## src/rtl/morse_keying_encoder_assert.svh

```systemverilog
// Assertion macros for the Morse keying encoder.
`ifndef MORSE_KEYING_ENCODER_ASSERT_SVH
`define MORSE_KEYING_ENCODER_ASSERT_SVH

`ifndef SYNTH
`define MKE_ASSERT(lbl, clk, rst_n, prop, msg) \
  lbl: assert property (@(posedge clk) disable iff (!rst_n) prop) else $error(msg);
`define MKE_ASSERT_NEXT(lbl, clk, rst_n, pre, post, msg) \
  lbl: assert property (@(posedge clk) disable iff (!rst_n) (pre) |=> (post)) else $error(msg);
`else
`define MKE_ASSERT(lbl, clk, rst_n, prop, msg)
`define MKE_ASSERT_NEXT(lbl, clk, rst_n, pre, post, msg)
`endif

`endif

```

## src/rtl/mke_pkg.sv

```systemverilog
// Shared types, character codes and the Morse symbol table.
package mke_pkg;

  typedef enum logic [1:0] {
    SYM_NONE,
    SYM_SPACE,
    SYM_CODE
  } sym_kind_t;

  // pat: first element in the top bit, 1 is a dash, 0 a dot
  typedef struct packed {
    sym_kind_t   kind;
    logic [2:0]  len;
    logic [4:0]  pat;
  } sym_t;

  localparam logic [7:0] CHAR_SPACE  = 8'h20;
  localparam logic [7:0] CHAR_ZERO   = 8'h30;
  localparam logic [7:0] CHAR_NINE   = 8'h39;
  localparam logic [7:0] CHAR_UP_A   = 8'h41;
  localparam logic [7:0] CHAR_UP_Z   = 8'h5A;
  localparam logic [7:0] CHAR_LO_A   = 8'h61;
  localparam logic [7:0] CHAR_LO_Z   = 8'h7A;
  localparam logic [7:0] CASE_OFFSET = 8'h20;

  localparam int unsigned TABLE_DEPTH = 36;
  localparam logic [5:0]  DIGIT_BASE  = 6'd26;

  // {len, pat}; entries 0..25 are A..Z, 26..35 are 0..9
  localparam logic [7:0] CODE_TABLE [TABLE_DEPTH] = '{
    {3'd2, 5'b01000}, {3'd4, 5'b10000}, {3'd4, 5'b10100}, {3'd3, 5'b10000},
    {3'd1, 5'b00000}, {3'd4, 5'b00100}, {3'd3, 5'b11000}, {3'd4, 5'b00000},
    {3'd2, 5'b00000}, {3'd4, 5'b01110}, {3'd3, 5'b10100}, {3'd4, 5'b01000},
    {3'd2, 5'b11000}, {3'd2, 5'b10000}, {3'd3, 5'b11100}, {3'd4, 5'b01100},
    {3'd4, 5'b11010}, {3'd3, 5'b01000}, {3'd3, 5'b00000}, {3'd1, 5'b10000},
    {3'd3, 5'b00100}, {3'd4, 5'b00010}, {3'd3, 5'b01100}, {3'd4, 5'b10010},
    {3'd4, 5'b10110}, {3'd4, 5'b11000},
    {3'd5, 5'b11111}, {3'd5, 5'b01111}, {3'd5, 5'b00111}, {3'd5, 5'b00011},
    {3'd5, 5'b00001}, {3'd5, 5'b00000}, {3'd5, 5'b10000}, {3'd5, 5'b11000},
    {3'd5, 5'b11100}, {3'd5, 5'b11110}
  };

endpackage

```

## src/rtl/mke_lookup.sv

```systemverilog
// Case fold and Morse table lookup for one character.
module mke_lookup (
  input  logic [7:0]    character,
  output mke_pkg::sym_t sym
);

  logic [7:0] ch;
  logic [5:0] idx;
  logic [7:0] entry;
  logic       is_letter;
  logic       is_digit;

  always_comb begin
    ch = character;
    if (character >= mke_pkg::CHAR_LO_A && character <= mke_pkg::CHAR_LO_Z) begin
      ch = character - mke_pkg::CASE_OFFSET;
    end
    is_letter = (ch >= mke_pkg::CHAR_UP_A) && (ch <= mke_pkg::CHAR_UP_Z);
    is_digit  = (ch >= mke_pkg::CHAR_ZERO) && (ch <= mke_pkg::CHAR_NINE);
    idx = 6'd0;
    if (is_letter) begin
      idx = 6'(ch - mke_pkg::CHAR_UP_A);
    end else if (is_digit) begin
      idx = 6'(ch - mke_pkg::CHAR_ZERO) + mke_pkg::DIGIT_BASE;
    end
    entry = mke_pkg::CODE_TABLE[idx];
    sym.len = entry[7:5];
    sym.pat = entry[4:0];
    if (ch == mke_pkg::CHAR_SPACE) begin
      sym.kind = mke_pkg::SYM_SPACE;
    end else if (is_letter || is_digit) begin
      sym.kind = mke_pkg::SYM_CODE;
    end else begin
      sym.kind = mke_pkg::SYM_NONE;
    end
  end

endmodule

```

## src/rtl/morse_keying_encoder.sv

```systemverilog
// Morse keying encoder: one ASCII character in, one keying unit per output word.
//
// Input channel in_*: one word per character, in_tdata is the ASCII code.
// Lower case is folded to upper case; A-Z and 0-9 are keyed from the
// International Morse table, a space gives four units off, anything else
// gives only the two-unit character gap.
// Output channel out_*: one word per time unit, out_tdata[0] is the key
// level (1 tone on) and out_tlast marks the final unit of the character.
// On taking a character the sequencer leaves idle, then registers the first unit.
// Throughput: a new character is taken only once the last unit of the
// previous one is emitted (a five-dash digit has the longest run). The unit
// sequencer emits one unit per cycle while the receiver takes them, through
// unit and element down counters; in_tready is high only while it is idle.
// When the receiver stalls, the output word holds and the sequencer waits.
// Reset empties the output register and returns the sequencer to idle.
`include "morse_keying_encoder_assert.svh"

module morse_keying_encoder (
  input  logic       clk,
  input  logic       rst_n,
  input  logic       in_tvalid,
  output logic       in_tready,
  input  logic [7:0] in_tdata,   // [7:0] character
  output logic       out_tvalid,
  input  logic       out_tready,
  output logic [7:0] out_tdata,  // [0] key_on, [7:1] zero
  output logic       out_tlast   // last_unit
);

  typedef enum logic [1:0] {
    S_IDLE,
    S_ON,
    S_OFF,
    S_GAP
  } state_t;

  state_t        state_r;
  logic [1:0]    cnt_r;
  logic [2:0]    left_r;
  logic [4:0]    pat_r;
  logic          out_tvalid_r;
  logic          key_on_r;
  logic          last_unit_r;
  mke_pkg::sym_t sym;
  logic          in_acc;
  logic          emit;

  mke_lookup u_lookup (
    .character (in_tdata),
    .sym       (sym)
  );

  assign in_tready = (state_r == S_IDLE);
  assign in_acc    = in_tvalid && in_tready;
  assign emit      = (state_r != S_IDLE) && (!out_tvalid_r || out_tready);

  always_ff @(posedge clk) begin
    if (!rst_n) begin
      state_r      <= S_IDLE;
      out_tvalid_r <= 1'b0;
    end else begin
      if (emit) begin
        out_tvalid_r <= 1'b1;
      end else if (out_tready) begin
        out_tvalid_r <= 1'b0;
      end
      unique case (state_r)
        S_IDLE: begin
          if (in_acc) begin
            unique case (sym.kind)
              mke_pkg::SYM_SPACE: begin
                state_r <= S_GAP;
                cnt_r   <= 2'd3;
                left_r  <= 3'd0;
              end
              mke_pkg::SYM_CODE: begin
                state_r <= S_ON;
                cnt_r   <= sym.pat[4] ? 2'd2 : 2'd0;
                pat_r   <= {sym.pat[3:0], 1'b0};
                left_r  <= sym.len - 3'd1;
              end
              default: begin
                state_r <= S_GAP;
                cnt_r   <= 2'd1;
                left_r  <= 3'd0;
              end
            endcase
          end
        end
        S_ON: begin
          if (emit) begin
            key_on_r     <= 1'b1;
            last_unit_r  <= 1'b0;
            if (cnt_r == 2'd0) begin
              state_r <= S_OFF;
            end else begin
              cnt_r <= cnt_r - 2'd1;
            end
          end
        end
        S_OFF: begin
          if (emit) begin
            key_on_r     <= 1'b0;
            last_unit_r  <= 1'b0;
            if (left_r == 3'd0) begin
              state_r <= S_GAP;
              cnt_r   <= 2'd1;
            end else begin
              state_r <= S_ON;
              cnt_r   <= pat_r[4] ? 2'd2 : 2'd0;
              pat_r   <= {pat_r[3:0], 1'b0};
              left_r  <= left_r - 3'd1;
            end
          end
        end
        S_GAP: begin
          if (emit) begin
            key_on_r     <= 1'b0;
            last_unit_r  <= (cnt_r == 2'd0);
            if (cnt_r == 2'd0) begin
              state_r <= S_IDLE;
            end else begin
              cnt_r <= cnt_r - 2'd1;
            end
          end
        end
        default: begin
          state_r <= S_IDLE;
        end
      endcase
    end
  end

  assign out_tvalid = out_tvalid_r;
  assign out_tdata  = {7'd0, key_on_r};
  assign out_tlast  = last_unit_r;

  `MKE_ASSERT_NEXT(a_busy_after_accept, clk, rst_n, in_acc, !in_tready, "ready after accept")
  `MKE_ASSERT(a_last_is_off, clk, rst_n, (out_tvalid && out_tlast) |-> !out_tdata[0], "tone on last unit")
  `MKE_ASSERT(a_gap_no_elems, clk, rst_n, (state_r == S_GAP) |-> (left_r == 3'd0), "elements left in gap")
  `MKE_ASSERT_NEXT(a_hold_stall, clk, rst_n, (out_tvalid && !out_tready), (out_tvalid && $stable(out_tlast) && $stable(out_tdata)), "word changed under stall")

endmodule
```

## config.mk

```make
export PLATFORM = sky130hd
export DESIGN_NAME = morse_keying_encoder
export DESIGN_NICKNAME = d
export VERILOG_FILES = /design/src/rtl/mke_pkg.sv /design/src/rtl/mke_lookup.sv /design/src/rtl/morse_keying_encoder.sv
export VERILOG_INCLUDE_DIRS = /design/src /design/src/rtl
export SDC_FILE = /design/constraint.sdc
export NUM_CORES = 1
export LEC_CHECK = 0
export ABC_AREA = 1
export BUFFER_PORTS_ARGS = -buffer_cell sky130_fd_sc_hd__buf_4
export CAP_MARGIN = 20
export CORE_MARGIN = 2
export CORE_UTILIZATION = 54
export CTS_CLUSTER_SIZE = 8
export DETAILED_ROUTE_END_ITERATION = 8
export PLACE_DENSITY = 0.85
export SLEW_MARGIN = 20
export SYNTH_ARGS = -nofsm -noshare
export SYNTH_HDL_FRONTEND = slang
export SYNTH_SLANG_ARGS = --single-unit
export TNS_END_PERCENT = 100
```

## constraint.sdc

```tcl
create_clock -name clk -period 3.05 [get_ports clk]
set_input_delay 0.4575 -clock clk [delete_from_list [all_inputs] [get_ports clk]]
set_output_delay 0.4575 -clock clk [all_outputs]
set_load 0.01 [all_outputs]
```

==> summary.md, run 1 <==
| Metric | Value |
|---|---|
| Outcome | finished with violations |
| Failing checks | negative setup slack |
| Final core utilization | 0.814 |
| Synth warnings | 0 |
| Die footprint | 4400 um2 |
| I/O pins | 23 |
| Iter 0 DRT Violations | 380 |
| Wirelength per Cell | 17.1 um |
| Starting Density | 0.568 |
| Sequential cell area | 390 um2 |
| Area contributors post-synth | edfxtp_1 (16%), ha_1 (14%), nand2_1 (11%) |
| Hpwl dp | 4.75 mm |
| Flop pwr share | 0.227 |
| First-pass GRT wire length | 10.2 mm |
| Die span in y | 66.3 um |
| TritonCTS buffer count | 3 |
| Flops & latches, synth | 14 |
| Pin count of the biggest net entering global routing | 10 |
| Clock power share | 0.130 |
| Initial antenna violation count | 0 |
| CTS tree | yes |
| WL final | 7.23 mm |
| Vias per inst | 5.93 |
| Worst VDD drop | 296 uV |
| Crit path top cell by count | nand2_1 |
| Fmax | 313 MHz |
| Cells along the critical path | buf_6 -> clkinvlp_4 -> ha_2 -> nand2_1 -> nand2_1 -> nand3_2 -> nand3_2 -> nand2_2 -> inv_2 -> nor2_2 -> nand2_2 -> inv_4 -> nand2_1 -> nand2_4 -> nand2_8 -> ha_4 -> nor2_2 -> nand2_1 -> o2111ai_2 -> and3_4 -> ha_4 -> nand3_1 -> nand3_2 -> nand2_2 |
| Number of fill cells | 193 |
| RSZ-0062 raised after global routing | yes |
| Static leakage | 1.43 nW |
| CTS sink count | 14 |
| H-tree depth | 1 |
| Min setup slack post-route | -0.146 ns |
| IO buf count | 15 |
| CTS Hold Buffers Added | 0 |
| Post-synth top area cell | edfxtp_1 |
| CTS clock-pin slew for the worst setup and hold paths | 0.06 ns |
| Clk root buf | clkbuf_8 |
| Syn-to-layout area delta | 43.2% |
| Die span in x | 66.3 um |
| Crit path time final | 3.20 ns |
| Power Total | 0.00142 W |
| Ys flop type | edfxtp_1 |
| Critical path class | input pin to flop |
| Longest Clk Path Bufs | 2 |
| Post-synth EDFFs | 11 |
| Data arrival, critical path | 3.19 ns |
| CP max stage cell | and3_4 |
| Switching share of total power | 0.465 |
| DRC viols | 0 |
| Pre-Repair DR Iteration Count | 6 |
| Gr ovfl total | 0 |
| Final hold violation count | 0 |
| Required time of the critical path | 3.04 ns |
| Fraction of layout cells with a size suffix above 1 | 0.443 |
| Async SR Flop Fraction | 0 |
| Synth cell count leaders | nand2_1 (63), inv_1 (33), nor2_1 (26) |
| All-Layer GR Usage | 0.297 |
| RD Place Congestion | 0.988 |
| Leading cell type by number of instances after synthesis | nand2_1 |
| Syn avg cell area | 7.01 um2 |
| HP Class | input pin to flop |
| Worst path max stage delay | 0.22 ns |
| CP startpoint kind | input pin |
| P per Cell Area | 474 nW/um2 |
| Share of the synthesized area in the top cell type | 0.158 |
| Final nets | 411 |
| Slew Limit Fails | 0 |
| Vias in the first global route | 2195 |
| Net Switching | 0.000662 W |
| Cells after Synth | 299 |
| Tcrit/Tclk final | 1.05 |
| Multi-input logic area | 1710 um2 |
| Max Cap Viol | 0 |
| CORE AREA | 3690 um2 |
| Critical path peak fanout | 5 |
| Total number of vias | 2510 |
| CP Capture Type | flop |
| Number of different library cells in the post-synthesis netlist | 39 |
| Ant. Diodes | 0 |
| Routed Antenna Nets | 0 |
| Mapped Area | 2100 um2 |
| Combinational share of power | 0.643 |
| DP Worst Slack | -0.217 ns |
| Seq/Total Area, Yosys | 0.186 |
| Worst skew pair latency | 0.25 ns |
| Final setup fails | 2 |
| Cell Int Power | 0.000760 W |
| Worst Clk Skew | 0.00536 ns |
| Core Rows | 22 |
-- worst paths after layout --
check / from / to / slack (ns) / depth (start not counted)
hold reg to reg: pat_r[1] / pat_r[2] / 0.54 / 2
setup / recovery: in_tdata[1] / left_r[2] / -0.15 / 24
hold / removal: rst_n / state_r[0] / 0.49 / 3
setup reg to reg: state_r[1] / pat_r[1] / 0.64 / 9
-- cell families (layout without fill, tap and decap cells) --
| logic type | Yosys count | count (layout) | share of synthesized area |
|---|---|---|---|
| buffers and inverters | 55 | 125 | 0.126 |
| adder cells (fa/ha/maj) | 23 | 23 | 0.137 |
| AND/OR/NAND/NOR | 156 | 156 | 0.398 |
| flip-flops | 14 | 14 | 0.186 |
| other | 1 | 7 | 0.00179 |
| XOR/XNOR | 4 | 4 | 0.0167 |
| AO/OA/AOI/OAI | 46 | 46 | 0.134 |
-- final cells by class --
type                    instances  share of cell area
flip-flops and latches         14               0.130
repair buffers                 78               0.202
inverters                      43              0.0617
clock buffers                   4              0.0183
multi-input cells             236               0.568
well taps                      48              0.0200
-- power by group through the flow --
stage | logic [W] | registers, W | clock network, W
6_report | 0.000913 | 0.000323 | 0.000185
5_1_grt | 0.000991 | 0.000327 | 0.000192
4_1_cts | 0.000779 | 0.000318 | 0.000182
3_5_place_dp | 0.000764 | 0.000320 | 0
3_3_place_gp | 0.000721 | 0.000317 | 0
2_1_floorplan | 0.000507 | 0.000317 | 0
-- layer usage --
layer / global-route usage / vias up / share of wire
li1: - / 1122 / -
met1: 0.391 / 1150 / 0.38
met2: 0.511 / 177 / 0.48
met3: 0.0358 / 61 / 0.087
met4: 0.0714 / 0 / 0.059
met5: 0 / - / 0
-- flip-flops by register name (all words and copies together) (netlist names) --
name / cells
pat_r: 4
left_r: 3
cnt_r: 2
state_r: 2
key_on_r: 1
out_tlast: 1
out_tvalid: 1
-- cells in the final DEF, fill, tap and decap left out, drive strengths merged --
| cell type | netlist | routed |
|---|---|---|
| inv | 43 | 42 |
| conb | 1 | 7 |
| xnor2 | 2 | 2 |
| clkinvlp | 0 | 1 |
| a21oi | 16 | 16 |
| xor2 | 2 | 2 |
| o211ai | 3 | 3 |
| o2111ai | 1 | 1 |
| a221oi | 2 | 2 |
| nand3 | 31 | 31 |
| o21ai | 17 | 17 |
| nor2 | 31 | 31 |
| nor3 | 4 | 4 |
| dfxtp | 3 | 3 |
| nand4 | 4 | 4 |
| a31oi | 3 | 3 |
| ha | 23 | 23 |
| o21a | 2 | 2 |
| nand3b | 1 | 1 |
| clkbuf | 1 | 4 |
| nand2 | 83 | 83 |
| buf | 11 | 78 |
| edfxtp | 11 | 11 |
| o22ai | 2 | 2 |
| and3 | 1 | 1 |
| or2 | 1 | 1 |
-- worst max-delay path: cells and delay by family --
kind / cells / cell delay (ns)
AND/OR/NAND/NOR: 16 / 1.76
adder cells (fa/ha/maj): 3 / 0.51
buffers and inverters: 4 / 0.37
AO/OA/AOI/OAI: 1 / 0.09
-- through the flow --
step	cells	cell area [um2]	hold slack [ns]	TNS [ns]
2_1_floorplan	305	2140	0.494	0
3_3_place_gp	414	2660	0.500	-0.176
3_5_place_dp	414	2660	0.527	-0.379
4_1_cts	418	2720	0.476	0
5_1_grt	423	3000	0.479	-0.644
6_report	423	3000	0.490	-0.221
-- repair_timing --
| item | CTS | global route |
|---|---|---|
| buffers inserted | 0 | 5 |
| setup endpoints to repair | 0 | 3 |
| resized for setup | 0 | 58 |
| hold endpoints to repair | 0 | 0 |
Note: power is estimated with default switching activity, not from simulation.
==> run 2: changes to the inputs <==
--- a/config.mk
+++ b/config.mk
@@ -10,10 +10,11 @@
 export BUFFER_PORTS_ARGS = -buffer_cell sky130_fd_sc_hd__buf_4
 export CAP_MARGIN = 20
 export CORE_MARGIN = 2
-export CORE_UTILIZATION = 54
+export CORE_UTILIZATION = 56
+export CTS_BUF_LIST = sky130_fd_sc_hd__clkbuf_4 sky130_fd_sc_hd__clkbuf_8
 export CTS_CLUSTER_SIZE = 8
 export DETAILED_ROUTE_END_ITERATION = 8
-export PLACE_DENSITY = 0.85
+export PLACE_DENSITY = 0.88
 export SLEW_MARGIN = 20
 export SYNTH_ARGS = -nofsm -noshare
 export SYNTH_HDL_FRONTEND = slang
==> run 2 against run 1 <==
Effect of this change: clock power decreased by 10%; clock skew is 0.0021 ns lower; count of clock-buffer cells in the layout down 1; combinational power is 5.5% higher; largest power group unchanged; core utilization up 0.41 points; via count increased by 4.9%; the run still ends with negative setup slack left; critical path depth down 2; wire length up 10%; largest cell class unchanged.
==> summary.md, run 2 (synthesis gave the netlist of run 1 again) <==
| Metric | Value |
|---|---|
| Vias in the first global route | 2245 |
| Total number of vias | 2634 |
| Static leakage | 1.41 nW |
| Iter 0 DRT Violations | 420 |
| Final setup fails | 4 |
| Worst rel slew slack | 0.603 |
| All-Layer GR Usage | 0.278 |
| Final hold violation count | 0 |
| Slew @ Worst Pin | 0.591 ns |
| IO buf count | 15 |
| Post-route cell area | 2970 um2 |
| Crit path top cell by count | nand2_1 |
| RD Place Congestion | 0.984 |
| Ant. Diodes | 0 |
| Core Rows | 22 |
| CTS Hold Buffers Added | 0 |
| Starting Density | 0.577 |
| Slew Limit Fails | 0 |
| Initial antenna violation count | 0 |
| Routed Antenna Nets | 0 |
| Worst path max stage delay | 0.47 ns |
| WL final | 7.95 mm |
| Cells along the critical path | buf_8 -> clkinvlp_4 -> buf_4 -> buf_4 -> ha_1 -> nand2_1 -> nand2_1 -> nor3_1 -> xnor2_1 -> nand3_2 -> nand2_2 -> inv_2 -> nand2_2 -> inv_1 -> nand3_1 -> nand2_1 -> inv_2 -> ha_4 -> inv_2 -> nand2_1 -> nand3_1 -> nand2_1 |
| Critical path peak fanout | 4 |
| Pin count of the biggest net entering global routing | 10 |
| HP Class | input pin to flop |
| Critical path class | input pin to flop |
| Required time of the critical path | 3.06 ns |
| Largest register FFs | 4 |
| CP max stage cell | nor3_1 |
| CORE AREA | 3630 um2 |
| H-tree depth | 1 |
| Clk root buf | clkbuf_8 |
| CP Capture Type | flop |
| Sequential cell area | 390 um2 |
| Highest-count cells in the layout ignoring fill and taps | buf_4 (71), nand2_1 (56), inv_1 (27) |
| Worst VDD drop | 226 uV |
| Outcome | finished with violations |
| P per Cell Area | 488 nW/um2 |
| Largest Register | pat_r |
| TritonCTS buffer count | 3 |
| Min setup slack post-route | -0.221 ns |
| Hold_ws | 0.494 ns |
| Power Total | 0.00145 W |
| DRC viols | 0 |
| CTS tree | yes |
| Worst Clk Skew | 0.00322 ns |
| I/O pins | 23 |
| First-pass GRT wire length | 9.39 mm |
| Die span in y | 65.2 um |
| Pre-Repair DR Iteration Count | 9 |
| Crit path time final | 3.27 ns |
| Fmax | 306 MHz |
| Wirelength per Cell | 18.9 um |
| Die footprint | 4250 um2 |
| Commonest non-fill, non-tap cell in the layout | buf_4 |
| Setup TNS | -0.447 ns |
| Hpwl dp | 4.47 mm |
| Number of fill cells | 196 |
| Fraction of layout cells with a size suffix above 1 | 0.430 |
| Worst skew pair latency | 0.25 ns |
| Vias per inst | 6.27 |
| Data arrival, critical path | 3.28 ns |
| Gr ovfl total | 0 |
| CTS clock-pin slew for the worst setup and hold paths | 0.06 ns |
| Longest Clk Path Bufs | 2 |
| RSZ-0062 raised after global routing | yes |
| Placement Cell Area | 2610 um2 |
| Tcrit/Tclk final | 1.07 |
| Syn-to-layout area delta | 41.8% |
| Regs by FF count | pat_r (4), left_r (3) |
| CP startpoint kind | input pin |
| Multi-input logic area | 1710 um2 |
| Final nets | 408 |
| CTS sink count | 14 |
| Max Cap Viol | 0 |
| Final core utilization | 0.818 |
| Failing checks | negative setup slack |
| Die span in x | 65.2 um |
==> run 2: layer usage <==
| layer | up-vias | wire length, um | global-route usage | part of all wire |
|---|---|---|---|---|
| li1 | 1120 | - | - | - |
| met1 | 1179 | 2840 | 0.317 | 0.36 |
| met2 | 259 | 3740 | 0.515 | 0.47 |
| met3 | 76 | 872 | 0.0291 | 0.11 |
| met4 | 0 | 494 | 0.130 | 0.062 |
| met5 | - | 0 | 0 | 0 |
==> run 2: where the power goes <==
part	internal [W]	total [W]	leakage, nW	switching (W)
Combinational	0.000354	0.000963	1.26	0.000609
Clock	0.0000895	0.000166	0.0231	0.0000762
Sequential	0.000292	0.000321	0.128	0.0000284
Total	0.000736	0.00145	1.41	0.000713
==> run 2: final cells by class <==
type,instances,share of cell area
Clock buffer,3,0.0139
Clock inverter,1,0.00126
Inverter,43,0.0589
Multi-Input combinational cell,236,0.576
Sequential cell,14,0.131
Tap cell,48,0.0202
Timing Repair Buffer,75,0.199
==> run 2: final timing paths <==
path / startpoint / endpoint / slack, ns / depth (start not counted)
worst max-delay path: in_tdata[1] / left_r[2] / -0.22 / 22
worst min-delay path: rst_n / state_r[0] / 0.49 / 3
worst max register to register: state_r[0] / pat_r[4] / 0.40 / 9
worst min register to register: out_tvalid / out_tvalid / 0.53 / 2
==> run 2: repair_timing <==
action / CTS / global route
setup endpoints to repair: 1 / 3
setup buffers: 0 / 9
pin swaps: 0 / 25
endpoints found under the hold margin: 0 / 0
resized for setup: 2 / 53
==> run 2: through the flow <==
step,worst slack [ns],cells
after floorplan,0.00154,305
after global placement,-0.227,407
after detailed placement,-0.310,407
after CTS,0.00982,411
after global routing,-0.335,420
final,-0.221,420
==> run 2: worst max-delay path, delay by kind of cell <==
family	cells	cell delay, ns
xor gates and xnor gates	1	0.30
adders and majority gates	2	0.33
buffers and inverters	8	0.82
and+or+nand+nor	11	1.34
==> run 3: changes to the inputs <==
--- a/config.mk
+++ b/config.mk
@@ -7,14 +7,14 @@
 export NUM_CORES = 1
 export LEC_CHECK = 0
 export ABC_AREA = 1
-export BUFFER_PORTS_ARGS = -buffer_cell sky130_fd_sc_hd__buf_4
 export CAP_MARGIN = 20
 export CORE_MARGIN = 2
-export CORE_UTILIZATION = 56
+export CORE_UTILIZATION = 60
 export CTS_BUF_LIST = sky130_fd_sc_hd__clkbuf_4 sky130_fd_sc_hd__clkbuf_8
 export CTS_CLUSTER_SIZE = 8
 export DETAILED_ROUTE_END_ITERATION = 8
-export PLACE_DENSITY = 0.88
+export DONT_BUFFER_PORTS = 1
+export PLACE_DENSITY = 0.87
 export SLEW_MARGIN = 20
 export SYNTH_ARGS = -nofsm -noshare
 export SYNTH_HDL_FRONTEND = slang
==> run 3 against run 2 <==
Effect of this change: the run now ends clean; sequential share of layout area grew 2.6 points; via count shrank 18%; register-to-register slack better by 0.27 ns; cell area shrank 16%; fmax rose by 14%; critical path type unchanged; critical endpoint unchanged; highest routed layer unchanged.
==> summary.md, run 3 (synthesis gave the netlist of run 1 again) <==
| Metric | Value |
|---|---|
| Outcome | finished, final reports clean |
| Fraction of layout cells with a size suffix above 1 | 0.304 |
| Die span in y | 63.1 um |
| CORE AREA | 3340 um2 |
| Pin count of the biggest net entering global routing | 15 |
| Worst Clk Skew | 0.00358 ns |
| Worst path bufs/invs | 7 |
| Critical path class | input pin to flop |
| DP Worst Slack | -0.120 ns |
| Core Rows | 21 |
| Min setup slack post-route | 0.187 ns |
| All-Layer GR Usage | 0.262 |
| Clk root buf | clkbuf_4 |
| Gr ovfl total | 0 |
| RD Place Congestion | 1.01 |
| Worst path max stage delay | 0.20 ns |
| Net Switching | 0.000554 W |
| P per Cell Area | 475 nW/um2 |
| Slew Limit Fails | 0 |
| Starting Density | 0.628 |
| DRC viols | 0 |
| Commonest non-fill, non-tap cell in the layout | nand2_1 |
| Fmax | 349 MHz |
| Final nets | 368 |
| Global route hottest layer | met2 |
| Vias per inst | 5.69 |
| Ant. Diodes | 0 |
| Flop pwr share | 0.274 |
| Switching share of total power | 0.470 |
| Required time of the critical path | 3.10 ns |
| Hpwl dp | 3.96 mm |
| Power Total | 0.00118 W |
| Worst skew pair latency | 0.29 ns |
| Total number of vias | 2151 |
| Met1 usage in global routing | 0.338 |
| Clock power share | 0.117 |
| Crit path time final | 2.86 ns |
| Max Cap Viol | 0 |
| H-tree depth | 1 |
| Tcrit/Tclk final | 0.939 |
| IO buf count | 0 |
| WL final | 5.40 mm |
| Iter 0 DRT Violations | 190 |
| Crit path top cell by count | nand2_1 |
| Routed Antenna Nets | 0 |
| Initial antenna violation count | 0 |
| Largest Register | pat_r |
| CP Capture Type | flop |
| Vias in the first global route | 2003 |
| Highest-count cells in the layout ignoring fill and taps | nand2_1 (61), buf_4 (34), inv_1 (31) |
| Data arrival, critical path | 2.91 ns |
| Die span in x | 63.1 um |
| Syn-to-layout area delta | 18.5% |
| I/O pins | 23 |
| Critical path peak fanout | 8 |
| Grt met3 use | 0.0286 |
| Hold_ws | 0.317 ns |
| TritonCTS buffer count | 3 |
| Inst Count DP | 371 |
| CP startpoint kind | input pin |
| Worst VDD drop | 187 uV |
| Final core utilization | 0.744 |
| Wirelength per Cell | 14.3 um |
| CTS sink count | 14 |
| CP max stage cell | ha_1 |
| Grt met2 use | 0.468 |
| Die footprint | 3980 um2 |
| CTS clock-pin slew for the worst setup and hold paths | 0.09 ns |
| Non-filler instance count after layout | 378 |
| Longest Clk Path Bufs | 2 |
| Static leakage | 1.19 nW |
| CTS tree | yes |
| Final hold violation count | 0 |
| First-pass GRT wire length | 8.63 mm |
| Combinational share of power | 0.608 |
| Pre-Repair DR Iteration Count | 7 |
| Largest register FFs | 4 |
| Cell Int Power | 0.000625 W |
| Kind of cell adding the most delay to the critical path | simple AND/OR/NAND/NOR gates |
| CTS Hold Buffers Added | 0 |
| Final setup fails | 0 |
| Regs by FF count | pat_r (4), left_r (3) |
| HP Class | input pin to flop |
-- run 3: cell count changes in the layout (fill, tap and decap cells not counted), sizes merged --
cell / previous run / this run
buf: 75 / 35
clkbuf: 3 / 4
clkinv: 1 / 0
-- run 3: cell type report --
cell class	count	area, um2
clock buffer	4	36.3
tap	46	57.6
timing repair buffer	35	275
inverter	43	170
sequential	14	390
multi-input combinational	236	1550
fill	245	853
-- run 3: power by group through the flow --
| stage | logic, W | clock network [W] | registers [W] |
|---|---|---|---|
| 6_report | 0.000717 | 0.000138 | 0.000323 |
| 5_1_grt | 0.000784 | 0.000142 | 0.000329 |
| 4_1_cts | 0.000676 | 0.000135 | 0.000323 |
| 3_5_place_dp | 0.000658 | 0 | 0.000326 |
| 3_3_place_gp | 0.000634 | 0 | 0.000323 |
| 2_1_floorplan | 0.000507 | 0 | 0.000317 |
-- run 3: routing by layer --
layer / vias up / routed length (um)
li1: 1035 / -
met1: 979 / 2210
met2: 118 / 2680
met3: 19 / 398
met4: 0 / 109
met5: - / 0
-- run 3: final timing paths --
| kind | from | to | slack (ns) | cells past startpoint |
|---|---|---|---|---|
| worst max register to register | state_r[0] | pat_r[4] | 0.67 | 9 |
| worst min-delay path | rst_n | state_r[0] | 0.32 | 2 |
| worst min register to register | pat_r[1] | pat_r[2] | 0.57 | 2 |
| worst max-delay path | in_tdata[1] | left_r[2] | 0.19 | 28 |
-- run 3: worst register-to-register path: cells and delay by family (launching register included) --
family	cells	cell delay, ns
adder cells (fa/ha/maj)	1	0.33
AO/OA/AOI/OAI	1	0.28
flip-flops	1	0.37
AND/OR/NAND/NOR	4	0.64
buffers and inverters	3	0.46
-- run 3: what timing repair did --
item	4_1_cts	5_1_grt
setup endpoints to repair	0	2
gates resized for setup	0	16
setup buffers	0	3
-- run 3: through the flow --
step,setup TNS (ns),area (um2)
2_1_floorplan,0,2140
3_3_place_gp,-0.114,2350
3_5_place_dp,-0.158,2350
4_1_cts,0,2390
5_1_grt,-0.0706,2480
6_report,0,2480
